===== src/design/afhd_pkg.sv =====
`default_nettype none
package afhd_pkg;

    localparam int CHAR_W = 8;
    localparam int POS_W  = 4;
    localparam int CNT_W  = 6;

    localparam logic [POS_W-1:0] HEADER_LEN = POS_W'(11);

    // header positions
    localparam logic [POS_W-1:0] POS_TO_MARK   = POS_W'(0);
    localparam logic [POS_W-1:0] POS_TO_HI     = POS_W'(1);
    localparam logic [POS_W-1:0] POS_TO_LO     = POS_W'(2);
    localparam logic [POS_W-1:0] POS_FROM_MARK = POS_W'(3);
    localparam logic [POS_W-1:0] POS_FROM_HI   = POS_W'(4);
    localparam logic [POS_W-1:0] POS_FROM_LO   = POS_W'(5);
    localparam logic [POS_W-1:0] POS_TYPE_MARK = POS_W'(6);
    localparam logic [POS_W-1:0] POS_TYPE      = POS_W'(7);
    localparam logic [POS_W-1:0] POS_SEQ_HI    = POS_W'(8);
    localparam logic [POS_W-1:0] POS_SEQ_LO    = POS_W'(9);

    localparam logic [CHAR_W-1:0] CH_NUL     = 8'h00;
    localparam logic [CHAR_W-1:0] CH_NEWLINE = 8'h0A;
    localparam logic [CHAR_W-1:0] CH_TO      = 8'h74;  // t
    localparam logic [CHAR_W-1:0] CH_FROM    = 8'h66;  // f
    localparam logic [CHAR_W-1:0] CH_TYPE    = 8'h70;  // p
    localparam logic [CHAR_W-1:0] CH_COLON   = 8'h3A;  // :
    localparam logic [CHAR_W-1:0] CH_ACK     = 8'h41;  // A
    localparam logic [CHAR_W-1:0] CH_NEW     = 8'h4E;  // N
    localparam logic [CHAR_W-1:0] CH_ZERO    = 8'h30;
    localparam logic [CHAR_W-1:0] CH_NINE    = 8'h39;
    localparam logic [CHAR_W-1:0] CH_HEX_A   = 8'h41;
    localparam logic [CHAR_W-1:0] CH_HEX_F   = 8'h46;

    typedef struct packed {
        logic              is_ack;
        logic [CHAR_W-1:0] source_node;
        logic [CHAR_W-1:0] sequence_res;
        logic [CHAR_W-1:0] payload_char;
        logic              last;
    } res_t;

    typedef struct packed {
        logic valid;
        res_t data;
    } res_beat_t;

    // uppercase hex digit to nibble; anything else reads as zero
    function automatic logic [3:0] hex_nibble(input logic [CHAR_W-1:0] c);
        logic [CHAR_W-1:0] d;
        begin
            d = '0;
            if (c >= CH_ZERO && c <= CH_NINE)
            begin
                d = c - CH_ZERO;
            end
            else if (c >= CH_HEX_A && c <= CH_HEX_F)
            begin
                d = c - CH_HEX_A + 8'd10;
            end
            return d[3:0];
        end
    endfunction

endpackage
`default_nettype wire


===== src/design/afhd_if.sv =====
`default_nettype none
interface afhd_char_if import afhd_pkg::*; ();
    logic              valid;
    logic              ready;
    logic [CHAR_W-1:0] rx_char;

    modport source (output valid, output rx_char, input ready);
    modport sink   (input valid, input rx_char, output ready);
endinterface

interface afhd_res_if import afhd_pkg::*; ();
    logic              valid;
    logic              ready;
    logic              is_ack;
    logic [CHAR_W-1:0] source_node;
    logic [CHAR_W-1:0] sequence_res;
    logic [CHAR_W-1:0] payload_char;
    logic              last;

    modport source (output valid, output is_ack, output source_node, output sequence_res,
                    output payload_char, output last, input ready);
    modport sink   (input valid, input is_ack, input source_node, input sequence_res,
                    input payload_char, input last, output ready);
endinterface
`default_nettype wire


===== src/design/afhd_parser.sv =====
`default_nettype none
module afhd_parser import afhd_pkg::*; #(
    parameter int PAYLOAD_MAX = 32
) (
    input  wire logic              clk,
    input  wire logic              rst_n,
    input  wire logic              step,
    input  wire logic [CHAR_W-1:0] char_in,
    input  wire logic [CHAR_W-1:0] node_id,
    output res_beat_t              beat
);

    logic [POS_W-1:0]  pos_reg, pos_next;
    logic              ok_reg, ok_next;
    logic [3:0]        hi_reg, hi_next;
    logic [CHAR_W-1:0] src_reg, src_next;
    logic [CHAR_W-1:0] seq_reg, seq_next;
    logic              ack_reg, ack_next;
    logic [CNT_W-1:0]  cnt_reg, cnt_next;

    logic [3:0]        nib;
    logic [CHAR_W-1:0] full;

    assign nib  = hex_nibble(char_in);
    assign full = {hi_reg, nib};

    always_comb
    begin
        pos_next = pos_reg;
        ok_next  = ok_reg;
        hi_next  = hi_reg;
        src_next = src_reg;
        seq_next = seq_reg;
        ack_next = ack_reg;
        cnt_next = cnt_reg;
        beat     = '0;
        beat.data.source_node  = src_reg;
        beat.data.sequence_res = seq_reg;

        if (step && char_in != CH_NUL)
        begin
            if (char_in == CH_NEWLINE)
            begin
                // end item for an accepted line, then start over
                beat.valid       = ok_reg && pos_reg == HEADER_LEN;
                beat.data.is_ack = ack_reg;
                beat.data.last   = 1'b1;
                pos_next = '0;
                ok_next  = 1'b1;
                hi_next  = '0;
                src_next = '0;
                seq_next = '0;
                ack_next = 1'b0;
                cnt_next = '0;
            end
            else if (pos_reg == HEADER_LEN)
            begin
                if (ok_reg && !ack_reg && cnt_reg < CNT_W'(PAYLOAD_MAX))
                begin
                    beat.valid             = 1'b1;
                    beat.data.payload_char = char_in;
                    cnt_next = cnt_reg + 1'b1;
                end
            end
            else
            begin
                case (pos_reg)
                    POS_TO_MARK:   if (char_in != CH_TO) ok_next = 1'b0;
                    POS_TO_HI, POS_FROM_HI, POS_SEQ_HI: hi_next = nib;
                    POS_TO_LO:     if (full != node_id) ok_next = 1'b0;
                    POS_FROM_MARK: if (char_in != CH_FROM) ok_next = 1'b0;
                    POS_FROM_LO:   src_next = full;
                    POS_TYPE_MARK: if (char_in != CH_TYPE) ok_next = 1'b0;
                    POS_TYPE:
                    begin
                        if (char_in == CH_ACK)
                        begin
                            ack_next = 1'b1;
                        end
                        else if (char_in == CH_NEW)
                        begin
                            ack_next = 1'b0;
                        end
                        else
                        begin
                            ok_next = 1'b0;
                        end
                    end
                    POS_SEQ_LO:    seq_next = full;
                    default:       if (char_in != CH_COLON) ok_next = 1'b0;
                endcase
                pos_next = pos_reg + 1'b1;
            end
        end
    end

    always_ff @(posedge clk or negedge rst_n)
    begin
        if (!rst_n)
        begin
            pos_reg <= '0;
            ok_reg  <= 1'b1;
            hi_reg  <= '0;
            src_reg <= '0;
            seq_reg <= '0;
            ack_reg <= 1'b0;
            cnt_reg <= '0;
        end
        else
        begin
            pos_reg <= pos_next;
            ok_reg  <= ok_next;
            hi_reg  <= hi_next;
            src_reg <= src_next;
            seq_reg <= seq_next;
            ack_reg <= ack_next;
            cnt_reg <= cnt_next;
        end
    end

    a_pos_bound: assert property (@(posedge clk) disable iff (!rst_n)
        pos_reg <= HEADER_LEN)
        else $error("header position ran past the header");

    a_cnt_bound: assert property (@(posedge clk) disable iff (!rst_n)
        cnt_reg <= CNT_W'(PAYLOAD_MAX))
        else $error("payload count above limit");

    a_newline_clears: assert property (@(posedge clk) disable iff (!rst_n)
        step && char_in == CH_NEWLINE |=> pos_reg == '0 && cnt_reg == '0 && ok_reg)
        else $error("newline did not clear line state");

    a_payload_ctx: assert property (@(posedge clk) disable iff (!rst_n)
        beat.valid && !beat.data.last |-> pos_reg == HEADER_LEN && ok_reg && !ack_reg)
        else $error("payload item outside an accepted N line");

endmodule
`default_nettype wire


===== src/design/afhd_out_stage.sv =====
`default_nettype none
module afhd_out_stage import afhd_pkg::*; (
    input  wire logic      clk,
    input  wire logic      rst_n,
    input  wire logic      load,
    input  wire res_beat_t beat,
    output logic           can_load,
    afhd_res_if.source     res
);

    logic valid_reg, valid_next;
    res_t data_reg;

    assign can_load   = !valid_reg || res.ready;
    assign valid_next = can_load ? (load && beat.valid) : valid_reg;

    always_ff @(posedge clk or negedge rst_n)
    begin
        if (!rst_n)
        begin
            valid_reg <= 1'b0;
        end
        else
        begin
            valid_reg <= valid_next;
        end
    end

    always_ff @(posedge clk)
    begin
        if (can_load && load && beat.valid)
        begin
            data_reg <= beat.data;
        end
    end

    assign res.valid        = valid_reg;
    assign res.is_ack       = data_reg.is_ack;
    assign res.source_node  = data_reg.source_node;
    assign res.sequence_res = data_reg.sequence_res;
    assign res.payload_char = data_reg.payload_char;
    assign res.last         = data_reg.last;

endmodule
`default_nettype wire


===== src/design/ascii_frame_header_decoder.sv =====
// Path: an accepted character is held in the input register; the parser step decodes it
//   combinationally and its result, if any, is loaded into the output register.
// Throughput: one character per cycle while the output register can load, set by the parser
//   step between the input register and the output register; a stalled sink holds the input.
// Reset: rst_n is asynchronous, active low; clears node_id, the line state and both valids.
`default_nettype none
module ascii_frame_header_decoder import afhd_pkg::*; #(
    parameter int PAYLOAD_MAX = 32
) (
    input  wire logic              clk,
    input  wire logic              rst_n,
    input  wire logic              cfg_we,
    input  wire logic [CHAR_W-1:0] cfg_wdata,
    afhd_char_if.sink              rx,
    afhd_res_if.source             res
);

    // node address register; the user must write it only while the block is idle (not enforced here)
    logic [CHAR_W-1:0] node_id_reg;

    // input register: one character waiting for the parser
    logic              in_valid_reg, in_valid_next;
    logic [CHAR_W-1:0] in_char_reg;

    logic      can_load;   // output register can take a transaction this cycle
    logic      advance;    // parser consumes the held character
    res_beat_t beat;

    always_ff @(posedge clk or negedge rst_n)
    begin
        if (!rst_n)
        begin
            node_id_reg <= '0;
        end
        else if (cfg_we)
        begin
            node_id_reg <= cfg_wdata;
        end
    end

    // The parser step runs whenever a character is held and the output register can load, so
    // the input register drains only while the result side is empty or taking a transaction.
    assign advance  = in_valid_reg && can_load;
    assign rx.ready = !in_valid_reg || can_load;

    // hold the character while stalled, otherwise take the next one (or go empty)
    assign in_valid_next = rx.ready ? rx.valid : in_valid_reg;

    always_ff @(posedge clk or negedge rst_n)
    begin
        if (!rst_n)
        begin
            in_valid_reg <= 1'b0;
        end
        else
        begin
            in_valid_reg <= in_valid_next;
        end
    end

    always_ff @(posedge clk)
    begin
        if (rx.valid && rx.ready)
        begin
            in_char_reg <= rx.rx_char;
        end
    end

    // line parser: header checks, field decode, payload count
    afhd_parser #(
        .PAYLOAD_MAX (PAYLOAD_MAX)
    ) u_parser (
        .clk     (clk),
        .rst_n   (rst_n),
        .step    (advance),
        .char_in (in_char_reg),
        .node_id (node_id_reg),
        .beat    (beat)
    );

    // result register toward the sink
    afhd_out_stage u_out (
        .clk      (clk),
        .rst_n    (rst_n),
        .load     (advance),
        .beat     (beat),
        .can_load (can_load),
        .res      (res)
    );

    a_stall_holds_char: assert property (@(posedge clk) disable iff (!rst_n)
        in_valid_reg && !can_load |=> in_valid_reg && $stable(in_char_reg))
        else $error("held character lost during stall");

    a_no_ready_when_blocked: assert property (@(posedge clk) disable iff (!rst_n)
        in_valid_reg && res.valid && !res.ready |-> !rx.ready)
        else $error("input taken while both stages are blocked");

    a_result_needs_step: assert property (@(posedge clk) disable iff (!rst_n)
        !$past(advance) && !$past(res.valid) |-> !res.valid)
        else $error("result transaction without a parser step");

endmodule
`default_nettype wire


===== src/flat_wrapper.sv =====
// flat-port wrapper written by rule: the top's interface ports become plain ports
module ascii_frame_header_decoder_flat import afhd_pkg::*;
#(
    parameter int PAYLOAD_MAX = 32
)
  (clk, rst_n, cfg_we, cfg_wdata, rx_valid, rx_rx_char, rx_ready, res_valid, res_is_ack, res_source_node, res_sequence_res, res_payload_char, res_last, res_ready);
  afhd_char_if rx_i ();
  afhd_res_if res_i ();
  input  wire logic clk;
  input  wire logic rst_n;
  input  wire logic cfg_we;
  input  wire logic [CHAR_W-1:0] cfg_wdata;
  input wire logic [$bits(rx_i.valid)-1:0] rx_valid;
  input wire logic [$bits(rx_i.rx_char)-1:0] rx_rx_char;
  output wire logic [$bits(rx_i.ready)-1:0] rx_ready;
  output wire logic [$bits(res_i.valid)-1:0] res_valid;
  output wire logic [$bits(res_i.is_ack)-1:0] res_is_ack;
  output wire logic [$bits(res_i.source_node)-1:0] res_source_node;
  output wire logic [$bits(res_i.sequence_res)-1:0] res_sequence_res;
  output wire logic [$bits(res_i.payload_char)-1:0] res_payload_char;
  output wire logic [$bits(res_i.last)-1:0] res_last;
  input wire logic [$bits(res_i.ready)-1:0] res_ready;
  assign rx_i.valid = rx_valid;
  assign rx_i.rx_char = rx_rx_char;
  assign rx_ready = rx_i.ready;
  assign res_valid = res_i.valid;
  assign res_is_ack = res_i.is_ack;
  assign res_source_node = res_i.source_node;
  assign res_sequence_res = res_i.sequence_res;
  assign res_payload_char = res_i.payload_char;
  assign res_last = res_i.last;
  assign res_i.ready = res_ready;
  ascii_frame_header_decoder #(.PAYLOAD_MAX(PAYLOAD_MAX)) u_core (.clk(clk), .rst_n(rst_n), .cfg_we(cfg_we), .cfg_wdata(cfg_wdata), .rx(rx_i), .res(res_i));
endmodule

===== config.mk =====
export PLATFORM = sky130hd
export DESIGN_NAME = ascii_frame_header_decoder_flat
export DESIGN_NICKNAME = d
export VERILOG_FILES = /design/src/design/afhd_pkg.sv /design/src/design/afhd_if.sv /design/src/design/afhd_parser.sv /design/src/design/afhd_out_stage.sv /design/src/design/ascii_frame_header_decoder.sv /design/src/flat_wrapper.sv
export SDC_FILE = /design/constraint.sdc
export NUM_CORES = 1
export LEC_CHECK = 0
export ABC_AREA = 0
export BUFFER_PORTS_ARGS = -buffer_cell sky130_fd_sc_hd__buf_4
export CAP_MARGIN = 20
export CORE_ASPECT_RATIO = 1.1
export CORE_UTILIZATION = 57
export CTS_CLUSTER_SIZE = 8
export DETAILED_ROUTE_END_ITERATION = 10
export GPL_ROUTABILITY_DRIVEN = 0
export PLACE_DENSITY = 0.79
export SYNTH_ARGS = -nofsm -noshare
export SYNTH_HDL_FRONTEND = slang
export SYNTH_SLANG_ARGS = --single-unit

===== constraint.sdc =====
create_clock -name clk -period 5.7 [get_ports clk]
set_clock_uncertainty 0.15 [all_clocks]
set_input_delay 0.57 -clock clk [delete_from_list [all_inputs] [get_ports clk]]
set_output_delay 0.57 -clock clk [all_outputs]
set_load 0.01 [all_outputs]

==> flow_summary.toml <==
[setup_path]
critPathMaxStageDelay_ns = 0.55
worst-path-buf-inv = 2
crit_arrival_ns = 3.26
crit_type = "reg2reg"
critical-path-top-delay-family = "simple AND/OR/NAND/NOR gates"
worst_path_max_delay_cell = "or3_1"
crit_path_cell_trace = "inv_1 > ha_1 > nand3b_1 > or2_1 > or3_1 > clkinv_4 > a41oi_4 > mux2i_1"
endpoint_kind = "flop"
required_ns = 5.83
critPathLaunchType = "flop"
crit_path_max_fanout = 15

[layout]
flow.area_growth_from_synthesis_pct = 16.7
num-fill-cells = 432
most-common-layout-cells = "buf_4, dfrtp_1, edfxtp_1"
instances_no_fill = 430
antennaDiodeCount = 0
post_route_cells_drive_above_1_share_pct = 24.4
fin_nets = 379
layout.cells.most_common = "buf_4"

[clocking]
post_cts.repair.setup_buffers = 0
total_clock_buffers_created_by_cts = 9
clock_insertion_delay_at_the_later_pin_of_the_skew_report_ns = 0.36
cts-resized-gates = 0
cts-root-to-sink-buffers = 2
hold_buffers = 0
cts_max_level = 3
root_buffer = "clkbuf_8"
cts_tree = "yes"
clkTransAtPathRegs_ns = 0.09
numClockSinks = 76

[sta]
worst_slew_margin_rel_pct = 48.1
slew_violations = 0
min_period_over_period_pct = 54.9
finalSetupTns_ns = 0
final_hold_viol_count = 0
final.setup.worst_slack_ns = 2.57
final_period_minus_worst_setup_slack_ns = 3.13
grt_setup_unrepaired = "false"
max_freq_ghz = 0.320
final-setup-viol-count = 0
worstMarginPinSlew_ns = 0.771

[logic_synthesis]
synth_area_per_cell_um2 = 11.8
synth_enable_flop_cells = 34
yosys_register_bits = 76
syn-cell-area_um2 = 3550
ys_async_sr_fraction_pct = 55.3
postSynth.topFlopCell = "dfrtp_1"
synth.net_count = 332
yosysSeqAreaShare_pct = 58.5
synth_cell_type_count = 56
synth_warnings = 0
syn_inst = 301

[drt]
initialDrtViolationCount = 165
drtPass1Iterations = 4
total_drc_errors_in_the_routed_layout = 0
routed-via-count = 2462
routedWlPerCell_um = 15.7
drt_wl_total_um = 6750
vias_per_cell = 5.73
ant_nets = 0

[pwr]
leakagePower_uw = 0.00178
power_density_nw_per_um2 = 333
totalPowerFinal_uw = 1380
max-vdd-ir-drop_mv = 0.189

[floorplan]
floorplan.die.width_um = 77.2
floorplan.die_area_um2 = 6540
floorplan.initialDensity_pct = 60.3
die_height_um = 84.7
core.rowCount = 29
io_pins = 49
coreArea_um2 = 5880

[global_routing]
grtUsageTotal_pct = 23.0
wire_length_of_the_first_global_routing_pass_um = 11300
grt_antenna_before_repair = 0
grt_max_degree = 43
grt.overflow.total = 0
via_count_of_the_first_global_routing_pass = 2321

[worst_hold_path]
worst_hold_path_type = "in2async"

[job]
cap_viol_max_count = 0

[place]
dpl.hpwl_um = 4920
preCtsSetupSlack_ns = 2.61
portBuffers = 48
place.detailed.instances = 414

[status]
status = "complete, no violations"
## worst paths after layout
check / start / endpoint / slack, ns / cells after the start
worst max-delay path: u_core.in_char_reg[0]$_DFFE_PP_ / u_core.u_parser.seq_reg[2]$_DFFE_PN0P_ / 2.57 / 8
worst min-delay path: rst_n / u_core.in_valid_reg$_DFFE_PN0N_ / 0.03 / 1
worst max register to register: u_core.in_char_reg[0]$_DFFE_PP_ / u_core.u_parser.seq_reg[2]$_DFFE_PN0P_ / 2.57 / 8
worst min register to register: u_core.u_parser.seq_reg[1]$_DFFE_PN0P_ / u_core.u_out.res.sequence_res[1]$_DFFE_PP_ / 0.30 / 0
max in group asynchronous: rst_n / u_core.u_parser.ok_reg$_DFFE_PN1P_ / 4.99 / 1
min in group clk: rx_rx_char[0] / u_core.in_char_reg[0]$_DFFE_PP_ / 0.23 / 1
## worst reg2reg max path: stages (launching register included)
cell and delay (ns):
edfxtp_1 0.46, inv_1 0.14, ha_1 0.26, nand3b_1 0.10, or2_1 0.37, or3_1 0.55, clkinv_4 0.23, a41oi_4 0.54
mux2i_1 0.26
## through the flow
stage / hold WS (ns) / util (%) / area (µm²)
final: 0.0292 / 70.4 / 4140
after global routing: 0.0743 / 70.4 / 4140
after CTS: 0.0461 / 70.4 / 4140
after detailed placement: 0.281 / 67.2 / 3950
after global placement: 0.282 / 67.2 / 3950
after floorplan: 0.124 / - / 3550
## routing by layer
layer	GRT usage (%)	wire length, µm	vias to the layer above	share of wire (%)
met1	30.1	2910	1167	43
li1	-	-	1185	-
met3	3.91	393	16	5.8
met2	36.1	3210	94	48
met4	13.7	234	0	3.5
met5	0	0	-	0
## power by group
group          total [µW]  switching [µW]  internal, µW
Clock                 390             222           168
Combinational         254             143           110
Sequential            736            77.8           658
Total                1380             443           937
## cells in the mapped netlist (3+ instances only)
master	instances	share of area [%]
a211oi_1	3	0.64
a21oi_1	5	0.71
a32oi_1	3	0.74
and2_1	7	1.2
and3_1	4	0.71
buf_2	4	0.56
clkbuf_1	7	0.74
dfrtp_1	41	29
edfxtp_1	34	29
ha_1	10	3.5
inv_1	12	1.3
mux2_2	7	2.2
mux2i_1	5	1.4
nand2_1	23	2.4
nand3_1	17	2.4
nand3b_1	4	0.85
nand4_1	4	0.71
nor2_1	18	1.9
nor3b_1	4	0.85
o211ai_1	3	0.64
o21ai_0	24	3.4
o21ai_2	5	1.2
o31ai_1	3	0.64
xnor2_1	5	1.2
xor2_1	8	2.0
## logic make-up after synthesis
| family | share of synthesized area, % |
|---|---|
| xor+xnor | 3.21 |
| buf+inv | 3.67 |
| fa+ha+maj | 3.53 |
| compound gates | 11.4 |
| flops | 58.5 |
| simple gates | 16.1 |
| mux | 3.63 |
## area by class of cell
class / count / area [µm²] / area share (%)
Inverter: 13 / 53.8 / 1.30
Timing Repair Buffer: 50 / 375 / 9.07
Multi-Input combinational cell: 198 / 1350 / 32.6
Tap cell: 77 / 96.3 / 2.33
Sequential cell: 76 / 2070 / 50.1
Clock buffer: 9 / 124 / 2.99
Clock inverter: 7 / 65.1 / 1.57
No activity file was read; power rests on OpenSTA's default activity.
